<file path="config.mk">
export PLATFORM = sky130hd
export DESIGN_NAME = integer_to_ascii_radix_top
export DESIGN_NICKNAME = d
export VERILOG_FILES = /design/src/hdl/itoa_pkg.sv /design/src/hdl/itoa_front.sv /design/src/hdl/itoa_back.sv /design/src/hdl/integer_to_ascii_radix_top.sv
export VERILOG_INCLUDE_DIRS = /design/src /design/src/hdl
export SDC_FILE = /design/constraint.sdc
export NUM_CORES = 1
export LEC_CHECK = 0
export ABC_AREA = 1
export BUFFER_PORTS_ARGS = -buffer_cell sky130_fd_sc_hd__buf_2
export CAP_MARGIN = 20
export CORE_MARGIN = 3
export CORE_UTILIZATION = 60
export CTS_BUF_LIST = sky130_fd_sc_hd__clkbuf_16
export DETAILED_ROUTE_END_ITERATION = 8
export GPL_TIMING_DRIVEN = 0
export PLACE_DENSITY = 0.83
export SKIP_LAST_GASP = 1
export SLEW_MARGIN = 15
export SYNTH_ARGS = -nofsm -noshare
export SYNTH_HDL_FRONTEND = slang
export SYNTH_SLANG_ARGS = --single-unit
</file>
<file path="constraint.sdc">
create_clock -name i_clk -period 8.15 [get_ports i_clk]
set_input_delay 0.815 -clock i_clk [delete_from_list [all_inputs] [get_ports i_clk]]
set_output_delay 0.815 -clock i_clk [all_outputs]
set_load 0.1 [all_outputs]
</file>
<file path="src/hdl/assert_macros.svh">
// Assertion macros shared by the RTL files.
// No dependencies; include by bare file name inside a module body.
`ifndef ASSERT_MACROS_SVH
`define ASSERT_MACROS_SVH

// Same-cycle implication, checked out of reset.
`define ASSERT_IMPLIES(label, clk, rst_n, ante, cons) \
    label: assert property (@(posedge clk) disable iff (!(rst_n)) (ante) |-> (cons)) \
        else $error("implication check failed");

// Next-cycle implication, checked out of reset.
`define ASSERT_NEXT(label, clk, rst_n, ante, cons) \
    label: assert property (@(posedge clk) disable iff (!(rst_n)) (ante) |=> (cons)) \
        else $error("next-cycle check failed");

// Condition that must never be seen out of reset.
`define ASSERT_NEVER(label, clk, rst_n, cond) \
    label: assert property (@(posedge clk) disable iff (!(rst_n)) !(cond)) \
        else $error("forbidden condition seen");

`endif

</file>
<file path="src/hdl/itoa_pkg.sv">
// Shared types, constants and helpers for the integer-to-ASCII converter.
// No dependencies.
`timescale 1ns / 1ps

package itoa_pkg;

    localparam int DATA_WIDTH_DEF = 32;
    localparam int MAG_WIDTH      = 32;
    localparam int STEP_BITS      = 4;

    localparam logic [5:0] RADIX_MIN = 6'd2;
    localparam logic [5:0] RADIX_MAX = 6'd36;
    localparam logic [5:0] RADIX_DEC = 6'd10;

    localparam logic [6:0] CHAR_ZERO  = 7'h30;
    localparam logic [6:0] CHAR_A     = 7'h61;
    localparam logic [6:0] CHAR_MINUS = 7'h2D;
    localparam logic [6:0] CHAR_NONE  = 7'h00;

    typedef struct packed {
        logic                 err;
        logic                 neg;
        logic [5:0]           radix;
        logic [MAG_WIDTH-1:0] mag;
    } t_item;

    typedef enum logic [1:0] {
        BK_IDLE,
        BK_DIV,
        BK_EMIT
    } t_bk_state;

    // digit value 0..35 to its ASCII character
    function automatic logic [6:0] digit_char(input logic [5:0] d);
        logic [6:0] d7;
        d7 = {1'b0, d};
        if (d < RADIX_DEC) begin
            return 7'(CHAR_ZERO + d7);
        end else begin
            return 7'(CHAR_A + d7 - {1'b0, RADIX_DEC});
        end
    endfunction

endpackage

</file>
<file path="src/hdl/itoa_front.sv">
// Front end: takes words, checks the radix, folds the sign, queues the job.
// Depends on itoa_pkg and assert_macros.svh.
`timescale 1ns / 1ps

module itoa_front #(
    parameter int DATA_WIDTH = itoa_pkg::DATA_WIDTH_DEF
) (
    input  logic                 i_clk,
    input  logic                 i_rst_n,
    input  logic                 start,
    output logic                 busy,
    input  logic [31:0]          i_value,
    input  logic [5:0]           i_base,
    input  logic                 i_mode,
    output logic                 o_valid,
    output itoa_pkg::t_item      o_item,
    input  logic                 i_pop
);
    import itoa_pkg::*;
    `include "assert_macros.svh"

    localparam int DEPTH = 2;

    logic [DATA_WIDTH-1:0] c_v;
    logic                  c_neg;
    t_item                 c_item;
    logic                  c_push;

    t_item      r_mem [DEPTH];
    logic       r_wptr;
    logic       r_rptr;
    logic [1:0] r_count;

    always_comb begin
        c_v          = i_value[DATA_WIDTH-1:0];
        c_neg        = !i_mode && (i_base == RADIX_DEC) && c_v[DATA_WIDTH-1];
        c_item.err   = (i_base < RADIX_MIN) || (i_base > RADIX_MAX);
        c_item.neg   = c_neg;
        c_item.radix = i_base;
        c_item.mag   = c_neg ? MAG_WIDTH'(DATA_WIDTH'(0) - c_v) : MAG_WIDTH'(c_v);
    end

    assign busy    = (r_count == 2'(DEPTH));
    assign c_push  = start && !busy;
    assign o_valid = (r_count != 2'd0);
    assign o_item  = r_mem[r_rptr];

    always_ff @(posedge i_clk) begin
        if (c_push) begin
            r_mem[r_wptr] <= c_item;
        end
    end

    always_ff @(posedge i_clk) begin
        if (!i_rst_n) begin
            r_wptr  <= 1'b0;
            r_rptr  <= 1'b0;
            r_count <= 2'd0;
        end else begin
            if (c_push) begin
                r_wptr <= ~r_wptr;
            end
            if (i_pop) begin
                r_rptr <= ~r_rptr;
            end
            r_count <= 2'(r_count + {1'b0, c_push} - {1'b0, i_pop});
        end
    end

    `ASSERT_NEVER(a_cnt_range, i_clk, i_rst_n, r_count > 2'(DEPTH))
    `ASSERT_NEVER(a_pop_empty, i_clk, i_rst_n, i_pop && (r_count == 2'd0))
    `ASSERT_NEXT(a_push_fills, i_clk, i_rst_n, c_push && !i_pop, r_count != 2'd0)

endmodule

</file>
<file path="src/hdl/itoa_back.sv">
// Back end: radix division four bits a cycle, digit stack, character output.
// Depends on itoa_pkg and assert_macros.svh.
`timescale 1ns / 1ps

module itoa_back #(
    parameter int DATA_WIDTH = itoa_pkg::DATA_WIDTH_DEF
) (
    input  logic            i_clk,
    input  logic            i_rst_n,
    input  logic            i_valid,
    input  itoa_pkg::t_item i_item,
    output logic            o_pop,
    output logic            o_strobe,
    output logic [6:0]      o_char_out,
    output logic            o_last,
    output logic            o_error
);
    import itoa_pkg::*;
    `include "assert_macros.svh"

    localparam int NSTEP = (DATA_WIDTH + STEP_BITS - 1) / STEP_BITS;
    localparam int QW    = NSTEP * STEP_BITS;
    localparam int SW    = (NSTEP > 1) ? $clog2(NSTEP) : 1;
    localparam int IW    = $clog2(DATA_WIDTH);
    localparam int CW    = $clog2(DATA_WIDTH + 1);

    t_bk_state r_state, n_state;

    logic [QW-1:0]  r_quo, n_quo;
    logic [5:0]     r_rem, n_rem;
    logic [SW-1:0]  r_step;
    logic [CW-1:0]  r_ndig;
    logic [CW-1:0]  c_top;
    logic           r_neg;
    logic [5:0]     r_radix;
    logic [5:0]     r_stack [DATA_WIDTH];
    logic           r_strobe;
    logic [6:0]     r_char;
    logic           r_last;
    logic           r_err;

    logic c_pop, c_load, c_emit_err, c_div, c_emit, c_step_end;
    logic [STEP_BITS-1:0] c_qb;
    logic [6:0]           c_t;

    // restoring division, STEP_BITS quotient bits per cycle
    always_comb begin
        n_rem = r_rem;
        c_qb  = '0;
        c_t   = '0;
        for (int k = 0; k < STEP_BITS; k++) begin
            c_t = {n_rem, r_quo[QW-1-k]};
            if (c_t >= {1'b0, r_radix}) begin
                n_rem             = 6'(c_t - {1'b0, r_radix});
                c_qb[STEP_BITS-1-k] = 1'b1;
            end else begin
                n_rem = c_t[5:0];
            end
        end
        n_quo = {r_quo[QW-STEP_BITS-1:0], c_qb};
    end

    assign c_step_end = (r_step == SW'(NSTEP - 1));
    assign c_top      = CW'(r_ndig - CW'(1));

    // next state
    always_comb begin
        n_state = r_state;
        case (r_state)
            BK_IDLE: begin
                if (i_valid && !i_item.err) begin
                    n_state = BK_DIV;
                end
            end
            BK_DIV: begin
                if (c_step_end && (n_quo == '0)) begin
                    n_state = BK_EMIT;
                end
            end
            BK_EMIT: begin
                if (!r_neg && (r_ndig == CW'(1))) begin
                    n_state = BK_IDLE;
                end
            end
            default: n_state = BK_IDLE;
        endcase
    end

    // control decodes
    always_comb begin
        c_pop      = 1'b0;
        c_load     = 1'b0;
        c_emit_err = 1'b0;
        c_div      = 1'b0;
        c_emit     = 1'b0;
        case (r_state)
            BK_IDLE: begin
                c_pop      = i_valid;
                c_load     = i_valid && !i_item.err;
                c_emit_err = i_valid && i_item.err;
            end
            BK_DIV:  c_div  = 1'b1;
            BK_EMIT: c_emit = 1'b1;
            default: c_pop  = 1'b0;
        endcase
    end

    always_ff @(posedge i_clk) begin
        if (!i_rst_n) begin
            r_state  <= BK_IDLE;
            r_strobe <= 1'b0;
            r_ndig   <= '0;
            r_step   <= '0;
            r_neg    <= 1'b0;
        end else begin
            r_state  <= n_state;
            r_strobe <= c_emit_err || c_emit;
            if (c_load) begin
                r_quo   <= QW'(i_item.mag[DATA_WIDTH-1:0]);
                r_rem   <= '0;
                r_step  <= '0;
                r_ndig  <= '0;
                r_neg   <= i_item.neg;
                r_radix <= i_item.radix;
            end
            if (c_div) begin
                if (c_step_end) begin
                    r_stack[r_ndig[IW-1:0]] <= n_rem;
                    r_ndig <= CW'(r_ndig + CW'(1));
                    r_rem  <= '0;
                    r_step <= '0;
                end else begin
                    r_rem  <= n_rem;
                    r_step <= SW'(r_step + SW'(1));
                end
                r_quo <= n_quo;
            end
            if (c_emit) begin
                if (r_neg) begin
                    r_neg <= 1'b0;
                end else begin
                    r_ndig <= c_top;
                end
            end
        end
    end

    // result word
    always_ff @(posedge i_clk) begin
        if (c_emit_err) begin
            r_char <= CHAR_NONE;
            r_last <= 1'b1;
            r_err  <= 1'b1;
        end else if (c_emit) begin
            r_err <= 1'b0;
            if (r_neg) begin
                r_char <= CHAR_MINUS;
                r_last <= 1'b0;
            end else begin
                r_char <= digit_char(r_stack[c_top[IW-1:0]]);
                r_last <= (r_ndig == CW'(1));
            end
        end
    end

    assign o_pop      = c_pop;
    assign o_strobe   = r_strobe;
    assign o_char_out = r_char;
    assign o_last     = r_last;
    assign o_error    = r_err;

    `ASSERT_IMPLIES(a_err_last, i_clk, i_rst_n, r_strobe && r_err, r_last)
    `ASSERT_IMPLIES(a_sign_not_last, i_clk, i_rst_n, r_strobe && (r_char == CHAR_MINUS), !r_last)
    `ASSERT_NEVER(a_ndig_range, i_clk, i_rst_n, r_ndig > CW'(DATA_WIDTH))

endmodule

</file>
<file path="src/hdl/integer_to_ascii_radix_top.sv">
// Integer to ASCII text, radix 2 to 36: once a word is divided, its characters come out one
// character a cycle. The back end takes a word only while idle, divides it to the digit stack,
// then emits them; the front queue takes new words meanwhile. The radix divider sets the rate.
// Synchronous active-low reset empties the queue and idles the divider; results cannot stall.
// Depends on itoa_pkg, itoa_front, itoa_back.
`timescale 1ns / 1ps

module integer_to_ascii_radix_top #(
    parameter int DATA_WIDTH = itoa_pkg::DATA_WIDTH_DEF
) (
    input  logic        i_clk,
    input  logic        i_rst_n,
    input  logic        start,
    output logic        busy,
    input  logic [31:0] i_value,
    input  logic [5:0]  i_base,
    input  logic        i_mode,
    output logic        o_strobe,
    output logic [6:0]  o_char_out,
    output logic        o_last,
    output logic        o_error
);
    import itoa_pkg::*;

    // front -> back job handoff through a two-word queue
    logic  w_valid;
    t_item w_item;
    logic  w_pop;

    // Front: radix check, sign fold for signed decimal, queue.
    itoa_front #(
        .DATA_WIDTH (DATA_WIDTH)
    ) u_front (
        .i_clk   (i_clk),
        .i_rst_n (i_rst_n),
        .start   (start),
        .busy    (busy),
        .i_value (i_value),
        .i_base  (i_base),
        .i_mode  (i_mode),
        .o_valid (w_valid),
        .o_item  (w_item),
        .i_pop   (w_pop)
    );

    // Back: repeated division by the radix, digits stacked LSD first,
    // then read out MSD first with an optional leading minus.
    itoa_back #(
        .DATA_WIDTH (DATA_WIDTH)
    ) u_back (
        .i_clk      (i_clk),
        .i_rst_n    (i_rst_n),
        .i_valid    (w_valid),
        .i_item     (w_item),
        .o_pop      (w_pop),
        .o_strobe   (o_strobe),
        .o_char_out (o_char_out),
        .o_last     (o_last),
        .o_error    (o_error)
    );

endmodule

</file>
==> metrics.txt <==
# TYPE chip_impl_metric gauge
chip_impl_metric{name="share_of_final_layout_standard_cells_stronger_than_drive_strength_1",unit="%"} 12.9
chip_impl_info{name="ys_top_cells_by_area",value="edfxtp_1, nand2_1, inv_1, nor2_1, o21ai_0"} 1
chip_impl_metric{name="multi_input_area",unit="um^2"} 5400
chip_impl_metric{name="final-setup-viol-count",unit=""} 0
chip_impl_metric{name="antenna-diode-count",unit=""} 0
chip_impl_metric{name="first_global_vias",unit=""} 12200
chip_impl_metric{name="achievable_clock_frequency",unit="MHz"} 135
chip_impl_metric{name="routed_via_density",unit=""} 6.06
chip_impl_metric{name="final.period_utilization",unit="%"} 91.0
chip_impl_metric{name="antenna_found_initial",unit=""} 0
chip_impl_metric{name="yosys_top_cell_area_share",unit="%"} 57.7
chip_impl_metric{name="tightest_slew",unit="ps"} 925
chip_impl_metric{name="h-tree-depth",unit=""} 2
chip_impl_metric{name="n_fill_cell",unit=""} 1748
chip_impl_metric{name="worst_clock_skew",unit="ps"} 12.3
chip_impl_metric{name="initial_utilization",unit="%"} 62.0
chip_impl_metric{name="die_height",unit="um"} 171
chip_impl_metric{name="layout.area.seq",unit="um^2"} 10000
chip_impl_info{name="clock_tree_from_tritoncts",value="done"} 1
chip_impl_metric{name="fp-row-count",unit=""} 59
chip_impl_info{name="ctsRootBufferMaster",value="clkbuf_16"} 1
chip_impl_metric{name="grt_max_degree",unit=""} 33
chip_impl_metric{name="post_synth_inst_count",unit=""} 1604
chip_impl_metric{name="drt_first_iter_violations",unit=""} 1578
chip_impl_metric{name="crit_arrival",unit="ps"} 7660
chip_impl_metric{name="path_clk_slew",unit="ps"} 60
chip_impl_metric{name="fp.coreArea",unit="um^2"} 26500
chip_impl_info{name="worstSetupStartpointType",value="register"} 1
chip_impl_metric{name="global_route_wire_length_before_repair",unit="mm"} 63.1
chip_impl_metric{name="detail_route.wl_per_cell",unit="um"} 20.3
chip_impl_metric{name="cts_buffers",unit=""} 36
chip_impl_metric{name="drc",unit=""} 0
chip_impl_metric{name="report.final.slew_viol_count",unit=""} 0
chip_impl_metric{name="synth_nets",unit=""} 1688
chip_impl_metric{name="yosys_register_bits",unit=""} 343
chip_impl_info{name="unrepaired_setup_endpoints_after_global_routing",value="false"} 1
chip_impl_metric{name="route.vias.total",unit=""} 12600
chip_impl_metric{name="yosys.cell_types.count",unit=""} 54
chip_impl_metric{name="areaGrowthSynthToFinish",unit="%"} 12.9
chip_impl_metric{name="critPathRequiredTime",unit="ps"} 8390
chip_impl_metric{name="number_of_i_o_pins",unit=""} 53
chip_impl_info{name="ys_dominant_reg_cell",value="edfxtp_1"} 1
chip_impl_metric{name="seq_area_frac_synth",unit="%"} 61.0
chip_impl_info{name="timing.hold.worst.class",value="reg -> reg"} 1
chip_impl_info{name="netlist.top_cell.by_area",value="edfxtp_1"} 1
chip_impl_metric{name="grt_overflow_total",unit=""} 0
chip_impl_metric{name="place_hpwl",unit="mm"} 27.5
chip_impl_metric{name="cp_slowest_stage_delay",unit="ps"} 370
chip_impl_metric{name="ys_warn_count",unit=""} 0
chip_impl_info{name="timing_worst_setup_path_type",value="reg -> reg"} 1
chip_impl_metric{name="numPortBuffers",unit=""} 52
chip_impl_metric{name="syn_area_per_cell",unit="um^2"} 10.2
chip_impl_metric{name="post-route-min-period",unit="ps"} 7420
chip_impl_metric{name="sinks_on_the_clock_net",unit=""} 343
chip_impl_metric{name="fp.dieArea",unit="um^2"} 29400
chip_impl_metric{name="synth-edff-count",unit=""} 316
chip_impl_metric{name="maxCapViolations",unit=""} 0
chip_impl_info{name="crit_top_cell",value="nand2_1"} 1
chip_impl_metric{name="final.setup.tns",unit="ps"} 0
chip_impl_metric{name="clock_latency",unit="ps"} 520
chip_impl_metric{name="nets",unit=""} 1801
chip_impl_metric{name="final_wirelength",unit="mm"} 42.2
chip_impl_metric{name="ctsLongestPathBuffers",unit=""} 3
chip_impl_metric{name="grtUsageTotal",unit="%"} 28.0
chip_impl_metric{name="finalHoldViolCount",unit=""} 0
chip_impl_metric{name="die-width",unit="um"} 171
chip_impl_metric{name="final_antenna_net_count",unit=""} 0
chip_impl_metric{name="slew-limit-headroom",unit="%"} 37.7
chip_impl_info{name="crit_path_top_delay_cell",value="edfxtp_1"} 1
chip_impl_metric{name="synth_area",unit="um^2"} 16400
chip_impl_metric{name="async_reset_ff_share",unit="%"} 0
chip_impl_info{name="worstSetupEndpointType",value="register"} 1
chip_impl_metric{name="crit_path_max_fanout",unit=""} 16
chip_impl_metric{name="gp_congestion",unit=""} 0.921
chip_impl_metric{name="first_pass_iters",unit=""} 8
chip_impl_info{name="run_status",value="finished clean"} 1
worst max-delay path, delay by kind of cell (launching register included):
kind / cells / cell delay, ps
buffers and inverters: 10 / 1230
AOI/OAI and AO/OA: 13 / 2290
DFF: 1 / 370
and+or+nand+nor: 17 / 1870
adders and majority gates: 4 / 1340
state kept, by name (all words and copies together), names as in the netlist, 2 cells and up, named ones only:
name,flops
u_back.o_char_out,7
u_back.r_stack,192
u_back.r_ndig,6
u_back.r_quo,32
u_back.r_rem,6
u_front.r_mem,80
u_back.r_step,3
u_back.r_radix,6
u_front.r_count,2
u_back.r_state,2
cell type report:
cell class                      count  share of cell area (%)
Timing Repair Buffer               70                    2.55
Multi-Input combinational cell   1002                    29.1
Inverter                          199                    4.13
Buffer                             60                    1.71
Sequential cell                   343                    54.0
Tap cell                          335                    2.26
Clock inverter                     27                    1.03
Timing Repair inverter              5                   0.202
Clock buffer                       37                    4.99
Yosys cell counts, types with 7 or more instances:
| library cell | instances |
|---|---|
| nand2_1 | 302 |
| nand3_2 | 7 |
| ha_1 | 38 |
| xor2_1 | 26 |
| o211ai_1 | 40 |
| buf_2 | 22 |
| a21oi_1 | 34 |
| xnor2_1 | 18 |
| clkbuf_1 | 23 |
| nand3_1 | 117 |
| mux2_2 | 7 |
| edfxtp_1 | 316 |
| inv_1 | 192 |
| nand2_2 | 7 |
| nand4_1 | 14 |
| o21ai_0 | 132 |
| nor2_1 | 186 |
| dfxtp_1 | 27 |
| nor3_1 | 12 |
repair_timing:
action                     in CTS  in global routing
setup endpoints to repair       0                192
hold buffers                    0                  0
setup buffers                   0                 15
gates resized for setup         0                 22
final timing paths:
path | start | endpoint | slack (ps) | cells past startpoint
max | u_back.r_radix[2] | u_back.r_stack[29][2] | 730 | 44
min | u_front.r_rptr | u_front.r_rptr | 450 | 1
max reg2reg | u_back.r_radix[2] | u_back.r_stack[29][2] | 730 | 44
min reg2reg | u_front.r_rptr | u_front.r_rptr | 450 | 1
logic make-up after synthesis:
logic type / Yosys count / synth area share (%)
simple gates: 667 / 17.5
buf+inv: 259 / 6.47
fa+ha+maj: 42 / 3.38
xor+xnor: 46 / 2.61
mux: 11 / 0.723
compound gates: 236 / 8.31
flops: 343 / 61.0
layer usage:
metal  global-route usage (%)  up-vias  wire [um]
li1                         -     5692          -
met1                     34.0     5903      15000
met2                     48.0      796      20700
met3                     6.41      202       4520
met4                     12.4        0       2030
met5                        0        -          0
placed cells by master (no fill, tap or decap), types with 12 or more instances in the layout:
master       n
xor2_1      26
nand2_2     12
a21oi_1     32
inv_1      193
nand2_1    296
xnor2_1     18
clkbuf_1    23
clkbuf_16   37
nand4_1     14
buf_4       19
dfxtp_1     27
edfxtp_1   316
nor3_1      12
buf_2       74
nor2_1     183
o211ai_1    40
nand3_1    117
ha_1        38
o21ai_0    132
stage by stage:
stage / utilization [%] / std cells / hold WS (ps) / instance area [um^2] / setup slack, ps
after floorplan: - / 1604 / 425 / 16400 / 1600
final: 70.0 / 2078 / 450 / 18600 / 733
after CTS: 69.2 / 2058 / 451 / 18300 / 55.8
after detailed placement: 64.9 / 1994 / 439 / 17200 / 105
after global placement: 64.6 / 1991 / 435 / 17100 / 214
after global routing: 70.0 / 2078 / 479 / 18600 / 43.0
Power is not shown: default switching activity piles up to over one toggle a cycle in this logic, so the estimate is an artifact.
